<file path="src/rtl/prt_pkg.sv">
package prt_pkg;

  localparam int ID_W     = 16;
  localparam int TIME_W   = 32;
  localparam int TMO_W    = 16;
  localparam int STATUS_W = 3;
  localparam int COUNT_W  = 6;
  localparam int CMD_W    = 2;

  // APB: one 32-bit register at byte address 0; bit 2 selects the register.
  localparam int PADDR_W = 3;
  localparam int PDATA_W = 32;
  localparam logic [PADDR_W-3:0] REG_TIMEOUT = '0;
  localparam logic [TMO_W-1:0] TIMEOUT_RESET = 16'd10;

  localparam logic [CMD_W-1:0] CMD_INSERT = 2'd0;
  localparam logic [CMD_W-1:0] CMD_LOOKUP = 2'd1;
  localparam logic [CMD_W-1:0] CMD_CLEAN  = 2'd2;

  localparam logic [STATUS_W-1:0] ST_INSERTED = 3'd0;
  localparam logic [STATUS_W-1:0] ST_FULL     = 3'd1;
  localparam logic [STATUS_W-1:0] ST_FOUND    = 3'd2;
  localparam logic [STATUS_W-1:0] ST_MISSING  = 3'd3;
  localparam logic [STATUS_W-1:0] ST_CLEANED  = 3'd4;

  localparam logic [COUNT_W-1:0] COUNT_MAX = 6'd63;

  typedef struct packed {
    logic [CMD_W-1:0]  command;
    logic [ID_W-1:0]   client_id;
    logic [ID_W-1:0]   requester_tag;
    logic [ID_W-1:0]   lookup_id;
    logic [TIME_W-1:0] now;
  } req_t;

  typedef struct packed {
    logic [STATUS_W-1:0] status;
    logic [ID_W-1:0]     assigned_id;
    logic [ID_W-1:0]     found_client_id;
    logic [ID_W-1:0]     found_requester;
    logic [COUNT_W-1:0]  removed_count;
  } rsp_t;

endpackage

</file>
<file path="src/rtl/prt_regs.sv">
module prt_regs (
  input  logic                         clk,
  input  logic                         rst,
  input  logic                         psel,
  input  logic                         penable,
  input  logic                         pwrite,
  input  logic [prt_pkg::PADDR_W-1:0]  paddr,
  input  logic [prt_pkg::PDATA_W-1:0]  pwdata,
  output logic [prt_pkg::PDATA_W-1:0]  prdata,
  output logic                         pready,
  output logic [prt_pkg::TMO_W-1:0]    timeout_seconds
);
  import prt_pkg::*;

  logic sel_timeout;

  assign sel_timeout = (paddr[PADDR_W-1:2] == REG_TIMEOUT);
  assign pready      = 1'b1;

  always_ff @(posedge clk) begin
    if (rst) begin
      timeout_seconds <= TIMEOUT_RESET;
    end else if (psel && penable && pwrite && sel_timeout) begin
      timeout_seconds <= pwdata[TMO_W-1:0];
    end
  end

  always_comb begin
    prdata = '0;
    if (sel_timeout) begin
      prdata = {{(PDATA_W-TMO_W){1'b0}}, timeout_seconds};
    end
  end

endmodule

</file>
<file path="config.mk">
export PLATFORM = sky130hd
export DESIGN_NAME = prt_regs
export DESIGN_NICKNAME = d
export VERILOG_FILES = /design/src/rtl/prt_pkg.sv /design/src/rtl/prt_regs.sv
export SDC_FILE = /design/constraint.sdc
export NUM_CORES = 1
export LEC_CHECK = 0
export BUFFER_PORTS_ARGS = -buffer_cell sky130_fd_sc_hd__buf_2
export CAP_MARGIN = 15
export CELL_PAD_IN_SITES_DETAIL_PLACEMENT = 0
export CELL_PAD_IN_SITES_GLOBAL_PLACEMENT = 2
export CORE_UTILIZATION = 16
export CTS_CLUSTER_DIAMETER = 200
export DETAILED_ROUTE_END_ITERATION = 7
export PLACE_DENSITY = 0.78
export SLEW_MARGIN = 20
export SYNTH_ARGS = -nofsm -noshare
export SYNTH_HDL_FRONTEND = slang
export SYNTH_SLANG_ARGS = --single-unit
</file>
<file path="constraint.sdc">
create_clock -name clk -period 0.92 [get_ports clk]
set_clock_uncertainty 0.2 [all_clocks]
set_input_delay 0.046 -clock clk [delete_from_list [all_inputs] [get_ports clk]]
set_output_delay 0.046 -clock clk [all_outputs]
set_load 0.01 [all_outputs]
</file>
Word-level counts from Yosys, hierarchy flattened
Index checks and enable logic that the tools add are counted.

Output and inout bits: 49. Logic and storage cells: 6. Bits in registers: 16.

Reduce and logical (&&, ||, !) cells: 3. Bitwise gates (word level): 1. Muxes and demuxes: 1.

Operators with widths (number): 2-to-1 mux 16 bit (1); logical AND 1 bit (3); inverter 1 bit (1).

Depth between registers and ports, before layout
Gate-level depths: netlist of the first run.

Word-level depth: 3. Depth in mapped cells: 4. Gate-level depth less buffers: 2.

Least setup slack after synthesis of the first run
Ideal clock, no wire load.

Path kind: input -> register. From: input port paddr[2] (netlist name). To: register timeout_seconds[0] (netlist name). Cell stages on the path: 4. Setup slack: -0.066 ns. Data arrival time: 0.715 ns. Required time: 0.648 ns. Cells stage by stage: and4b_1 buf_6 buf_12 mux2i_1.

Word-level cells in the longest chain between the ends: 2.

Ends and longest elaborated chain: from (decl) (line prt_regs.sv:7) `input logic [prt_pkg::PADDR_W-1:0] paddr,`; inverter 1 bit (line prt_regs.sv:17) `assign sel_timeout = (paddr[PADDR_W-1:2] == REG_TIMEOUT);`; logical AND 1 bit (line prt_regs.sv:23) `end else if (psel && penable && pwrite && sel_timeout) begin`; to (signal assigned) (line prt_regs.sv:24) `timeout_seconds <= pwdata[TMO_W-1:0];`; to (decl) (line prt_regs.sv:11) `output logic [prt_pkg::TMO_W-1:0] timeout_seconds`.

Every way passes these cells. A chain may end at the register's enable or synchronous reset.

Worst setup path in the final report of the first run
From: register timeout_seconds[10] (netlist name). To: output port prdata[10] (netlist name).

Word-level cells in the longest chain between the ends: 1.

Ends and longest elaborated chain: 2-to-1 mux 16 bit (line prt_regs.sv:30) `if (sel_timeout) begin`; to (decl) (line prt_regs.sv:9) `output logic [prt_pkg::PDATA_W-1:0] prdata,`.

Every way passes these cells.

==> results.toml, run 1 <==
[power_and_ir_drop]
cellPowerDensity_nw_per_um2 = 888
vdd_ir_drop_max_mv = 0.401
power_leakage_nw = 0.865

[drt]
first_pass_iters = 3
drtAntennaViolNets = 0
route.detailed.drc = 0
wl_per_cell_um = 10.6
dr_total_vias = 918
drt_iter0_drc = 25
via_per_inst = 3.48
drt-total-wl_um = 2790

[global_routing]
grt_pass1_vias = 852
antenna_found_initial = 0
grt_util_all_layers_pct = 7.98
grt_first_pass_wirelength_um = 3770
grt_max_degree = 33
grt-ovfl-total = 0

[yosys]
seq_area_frac_synth_pct = 32.8
synth_top_area_cell = "dfxtp_1"
syn_area_um2 = 977
syn_area_per_cell_um2 = 9.22
synth.area.top_cells = "dfxtp_1 33%, nand2b_1 18%, mux2i_1 16%"
synth_most_common_cell = "nand2b_1"
yosys.area.top_type_share_pct = 32.8
synthArstFlopShare_pct = 0
syn_inst = 106
synth-main-ff-cell = "dfxtp_1"
ys_warn_count = 0
synth_cell_type_count = 12
synth_edf_count = 0
synth-seq-cells = 16
synth_common_cells = "28 x nand2b_1, 17 x buf_4, 16 x dfxtp_1, 16 x mux2i_1, 10 x nor2b_1"

[clock_network]
tritoncts = "built"
h-tree-depth = 1
clkLatencyLatePin_ns = 0.24
cts.clk_slew.worst_paths_ns = 0.06
cts_sinks = 16
root_buffer = "clkbuf_8"
max-clock-path-buffers = 2
holdBufCountCts = 14
cts_buffers = 3

[floorplanning]
die_x_um = 80.2
die-area_um2 = 6420
placementRows = 28
start_util_pct = 16.5
die_y_um = 80.2
io_pins = 89
coreArea_um2 = 5920

[final_layout]
syn2layout_area_growth_pct = 96.4
n_fill_cell = 605
finalNetCount = 230
fin_cells = 264
drive_gt1_share_pct = 58.7
reg.largest.list = "timeout_seconds: 16 flops"
n_antenna_cell = 0
top_register = "timeout_seconds"
largest_reg_flops = 16

[placed_design]
gp_congestion = 0.663
dp_hpwl_um = 1710
io_buffers = 53
dp_cells = 228

[critical_path]
worstSetupEndpointType = "output port"
cp_num_buf_inv = 1
path_delay_family = "flip-flops"
path_cells = "nor2b_1 > buf_2"
crit_arrival_ns = 0.89
cp_slowest_cell = "dfxtp_2"
crit_fanout = 3
required_ns = 0.67
cpPeakStageDelay_ns = 0.36
path_class = "reg -> out"
cp-start-kind = "flip-flop"

[timing]
hold_ws_ns = -0.138
finalCritPeriodShare_pct = 123
rsz0062_at_grt = "yes"
fin_crit_ns = 1.14
tns_ns = -4.50
fin_ws_ns = -0.215
setup_viol = 36
max_freq_mhz = 881
hold_viol_final = 2
slew_violations = 0

[status]
violations = "negative hold slack, negative setup slack"
run_status = "finished with violations"

[hold_path]
hold_path_class = "in -> reg"

[run]
maxCapViolCount = 0
[cell type report]
| cell class | count | area (µm²) | share of cell area [%] |
|---|---|---|---|
| timing repair buffer | 87 | 808 | 42.1 |
| multi-input combinational | 82 | 619 | 32.3 |
| sequential | 16 | 343 | 17.9 |
| tap | 75 | 93.8 | 4.89 |
| clock buffer | 4 | 55.1 | 2.87 |
[metal layers]
metal / wire length (µm) / up-vias / share of wire, % / track usage [%]
met1: 1020 / 415 / 37 / 7.51
met3: 106 / 4 / 3.8 / 1.36
met2: 1630 / 37 / 59 / 16.6
met5: 0 / - / 0 / 0
met4: 27 / 0 / 0.97 / 3.21
li1: - / 462 / - / -
[worst paths after layout]
check | from | endpoint | slack, ns | cells past startpoint
worst max-delay path | timeout_seconds[10] | prdata[10] | -0.22 | 2
worst min-delay path | pwdata[1] | timeout_seconds[1] | -0.14 | 3
worst max register to register | timeout_seconds[9] | timeout_seconds[9] | -0.04 | 4
worst min register to register | timeout_seconds[13] | timeout_seconds[13] | 0.39 | 3
[cells in the final DEF (no fill, tap or decap)]
cell	count
mux2i_1	16
clkbuf_8	4
nor2_1	2
nor2_2	2
nor2b_4	5
dfxtp_2	15
buf_4	5
and4b_1	1
buf_12	1
buf_2	23
buf_6	44
dfxtp_4	1
nand2b_4	5
and2b_2	6
dlygate4sd3_1	14
conb_1	17
nor2b_1	5
nand2b_1	23
[tightest hold or removal path: cells and delay by family]
family / cells / cell delay [ns]
muxes: 1 / 0.11
and+or+nand+nor: 1 / 0.03
buffers and inverters: 1 / 0.08
[power breakdown]
| part | total (mW) | internal [mW] | switching [mW] |
|---|---|---|---|
| registers | 0.721 | 0.709 | 0.0126 |
| logic | 0.370 | 0.214 | 0.155 |
| clock network | 0.614 | 0.379 | 0.235 |
[stage by stage]
step | instance area [µm²] | power (mW) | setup slack (ns) | hold slack, ns | util, %
2_1_floorplan | 1030 | 0.927 | -0.0663 | 0.000696 | -
3_3_place_gp | 1250 | 0.965 | -0.148 | 0.108 | 21.0
3_5_place_dp | 1250 | 0.968 | -0.180 | 0.116 | 21.0
4_1_cts | 1690 | 1.69 | -0.208 | -0.143 | 28.5
5_1_grt | 1920 | 1.80 | -0.249 | -0.140 | 32.4
6_report | 1920 | 1.71 | -0.215 | -0.138 | 32.4
[what timing repair did]
action,in CTS,in global routing
gates resized for setup,40,36
pin swaps,1,1
cloned,0,0
setup buffers,11,10
setup endpoints to repair,32,44
hold endpoints to repair,16,2
[cell families (layout without fill, tap and decap cells)]
kind of cell / after synthesis / in the layout / synth area share (%)
mux: 16 / 16 / 16.4
other cells: 2 / 17 / 0.769
flops: 16 / 16 / 32.8
simple gates: 49 / 49 / 32.3
buf+inv: 23 / 91 / 17.8
(Power assumes the default switching activity.)
==> inputs of run 2 (changes only) <==
--- a/config.mk
+++ b/config.mk
@@ -7,12 +7,14 @@
 export LEC_CHECK = 0
 export BUFFER_PORTS_ARGS = -buffer_cell sky130_fd_sc_hd__buf_2
 export CAP_MARGIN = 15
-export CELL_PAD_IN_SITES_DETAIL_PLACEMENT = 0
+export CELL_PAD_IN_SITES_DETAIL_PLACEMENT = 1
 export CELL_PAD_IN_SITES_GLOBAL_PLACEMENT = 2
 export CORE_UTILIZATION = 16
 export CTS_CLUSTER_DIAMETER = 200
 export DETAILED_ROUTE_END_ITERATION = 7
 export PLACE_DENSITY = 0.78
+export SKIP_CTS_REPAIR_TIMING = 1
+export SKIP_LAST_GASP = 1
 export SLEW_MARGIN = 20
 export SYNTH_ARGS = -nofsm -noshare
 export SYNTH_HDL_FRONTEND = slang
==> run 2 against run 1 <==
Compared with the run above: fmax up 0.23%; die area unchanged; sequential share of layout area up 2.3 points; the flow still finishes with violations (negative hold slack, negative setup slack); clock power down 17%; critical endpoint is now prdata[2]; sequential cell count unchanged; final area down 12%; cell count down 5.3%; first-iteration DRC count down 24%; highest routed layer unchanged; combinational power down 12%.
==> results.toml, run 2 (synthesis gave the netlist of run 1 again) <==
[final_layout]
layout_common_cells = "30 x buf_2, 28 x nand2b_1, 24 x buf_6, 17 x conb_1, 16 x dfxtp_2"
syn2layout_area_growth_pct = 72.5
drive_gt1_share_pct = 53.1
largest_reg_flops = 16
reg.largest.list = "timeout_seconds: 16 flops"
n_antenna_cell = 0
top_register = "timeout_seconds"
mostFrequentLayoutCell = "buf_2"
design_area_um2 = 1690
finalNetCount = 217
fin_cells = 250

[critical_path]
startpoint = "timeout_seconds[2]"
required_ns = 0.67
cp-start-kind = "flip-flop"
reg2reg_from = "timeout_seconds[11]"
worstSetupEndpointType = "output port"
crit_fanout = 3
path_class = "reg -> out"
reg2regPathDepth = 4
crit_arrival_ns = 0.89

[timing]
rsz0062_at_grt = "yes"
finalCritPeriodShare_pct = 123
fin_ws_ns = -0.213
hold_ws_ns = -0.123
hold_viol_final = 3
tns_ns = -3.36
slew_violations = 0
fin_crit_ns = 1.13
max_freq_mhz = 883
setup_viol = 33

[power_and_ir_drop]
cellPowerDensity_nw_per_um2 = 927
power.switching_mw = 0.377
clkPwrFrac_pct = 32.6
p_sw_share_pct = 24.1
seqPwrFrac_pct = 46.4
power.total_mw = 1.56
vdd_ir_drop_max_mv = 0.319
power_frac_comb_pct = 20.9
p_int_mw = 1.18
power_leakage_nw = 0.745

[floorplanning]
die_y_um = 80.2
io_pins = 89
placementRows = 28
die-area_um2 = 6420
die_x_um = 80.2
start_util_pct = 16.5
coreArea_um2 = 5920

[drt]
wl_per_cell_um = 11.3
dr_total_vias = 878
via_per_inst = 3.51
drt-total-wl_um = 2830
route.detailed.drc = 0
drtAntennaViolNets = 0
first_pass_iters = 4
drt_iter0_drc = 19

[clock_network]
clkLatencyLatePin_ns = 0.24
cts_sinks = 16
cts.clk_slew.worst_paths_ns = 0.06
cts_buffers = 3
tritoncts = "built"
max-clock-path-buffers = 2
h-tree-depth = 1
root_buffer = "clkbuf_8"

[run]
maxCapViolCount = 0

[placed_design]
dp_cells = 228
gp_congestion = 0.663
dp_hpwl_um = 1930
io_buffers = 53
placedInstanceArea_um2 = 1250

[global_routing]
grt_first_pass_wirelength_um = 3390
grt_max_degree = 33
antenna_found_initial = 0
grt_util_all_layers_pct = 7.25
grt-ovfl-total = 0
grt_pass1_vias = 773

[hold_path]
hold_start = "pwdata[3]"
hold_path_class = "in -> reg"
hold_depth = 3

[status]
violations = "negative hold slack, negative setup slack"
run_status = "finished with violations"
run 2: cell types whose count changed in the layout (fill, tap and decap cells not counted), moves of 2 or more:
cell	delta
buf_2	+7
buf_6	-20
nand2b_1	+5
nand2b_4	-5
nor2_1	+2
nor2_2	-2
run 2: layout make-up:
class                   count  area [µm²]
fillers                   686        4240
repair buffers             74         633
multi-input cells          82         577
flip-flops and latches     16         340
well taps                  75        93.8
clock buffers               3        41.3
run 2: final timing paths:
check,end,slack (ns)
max,prdata[2],-0.21
min,timeout_seconds[3],-0.12
max reg2reg,timeout_seconds[11],-0.06
min reg2reg,timeout_seconds[0],0.28
run 2: power by group through the flow:
stage | clock network, mW | registers [mW] | logic [mW]
after global placement | 0 | 0.735 | 0.231
after detailed placement | 0 | 0.735 | 0.234
after CTS | 0.536 | 0.720 | 0.235
after global routing | 0.569 | 0.727 | 0.357
final | 0.510 | 0.725 | 0.327
after floorplan | 0 | 0.740 | 0.186
run 2: per-stage QoR:
step | setup WS, ns | hold WS [ns] | utilization, %
after CTS | -0.238 | -0.144 | 21.7
after global placement | -0.148 | 0.108 | 21.0
final | -0.213 | -0.123 | 28.5
after detailed placement | -0.231 | 0.119 | 21.0
after global routing | -0.247 | -0.109 | 28.5
after floorplan | -0.0663 | 0.000696 | -
run 2: per-layer routing:
metal  global-route usage (%)  routed length [µm]  part of all wire (%)  vias to the layer above
met5                        0                   0                     0                        -
met3                     2.50                 133                   4.7                        2
met2                     15.6                1690                    59                       35
met4                     2.68                  12                  0.42                        0
met1                     5.76                1000                    35                      407
li1                         -                   -                     -                      434
run 2: worst max-delay path, cell delays in order, from the launching register on:
cell	delay, ns
dfxtp_2	0.33
and2b_2	0.20
buf_6	0.12
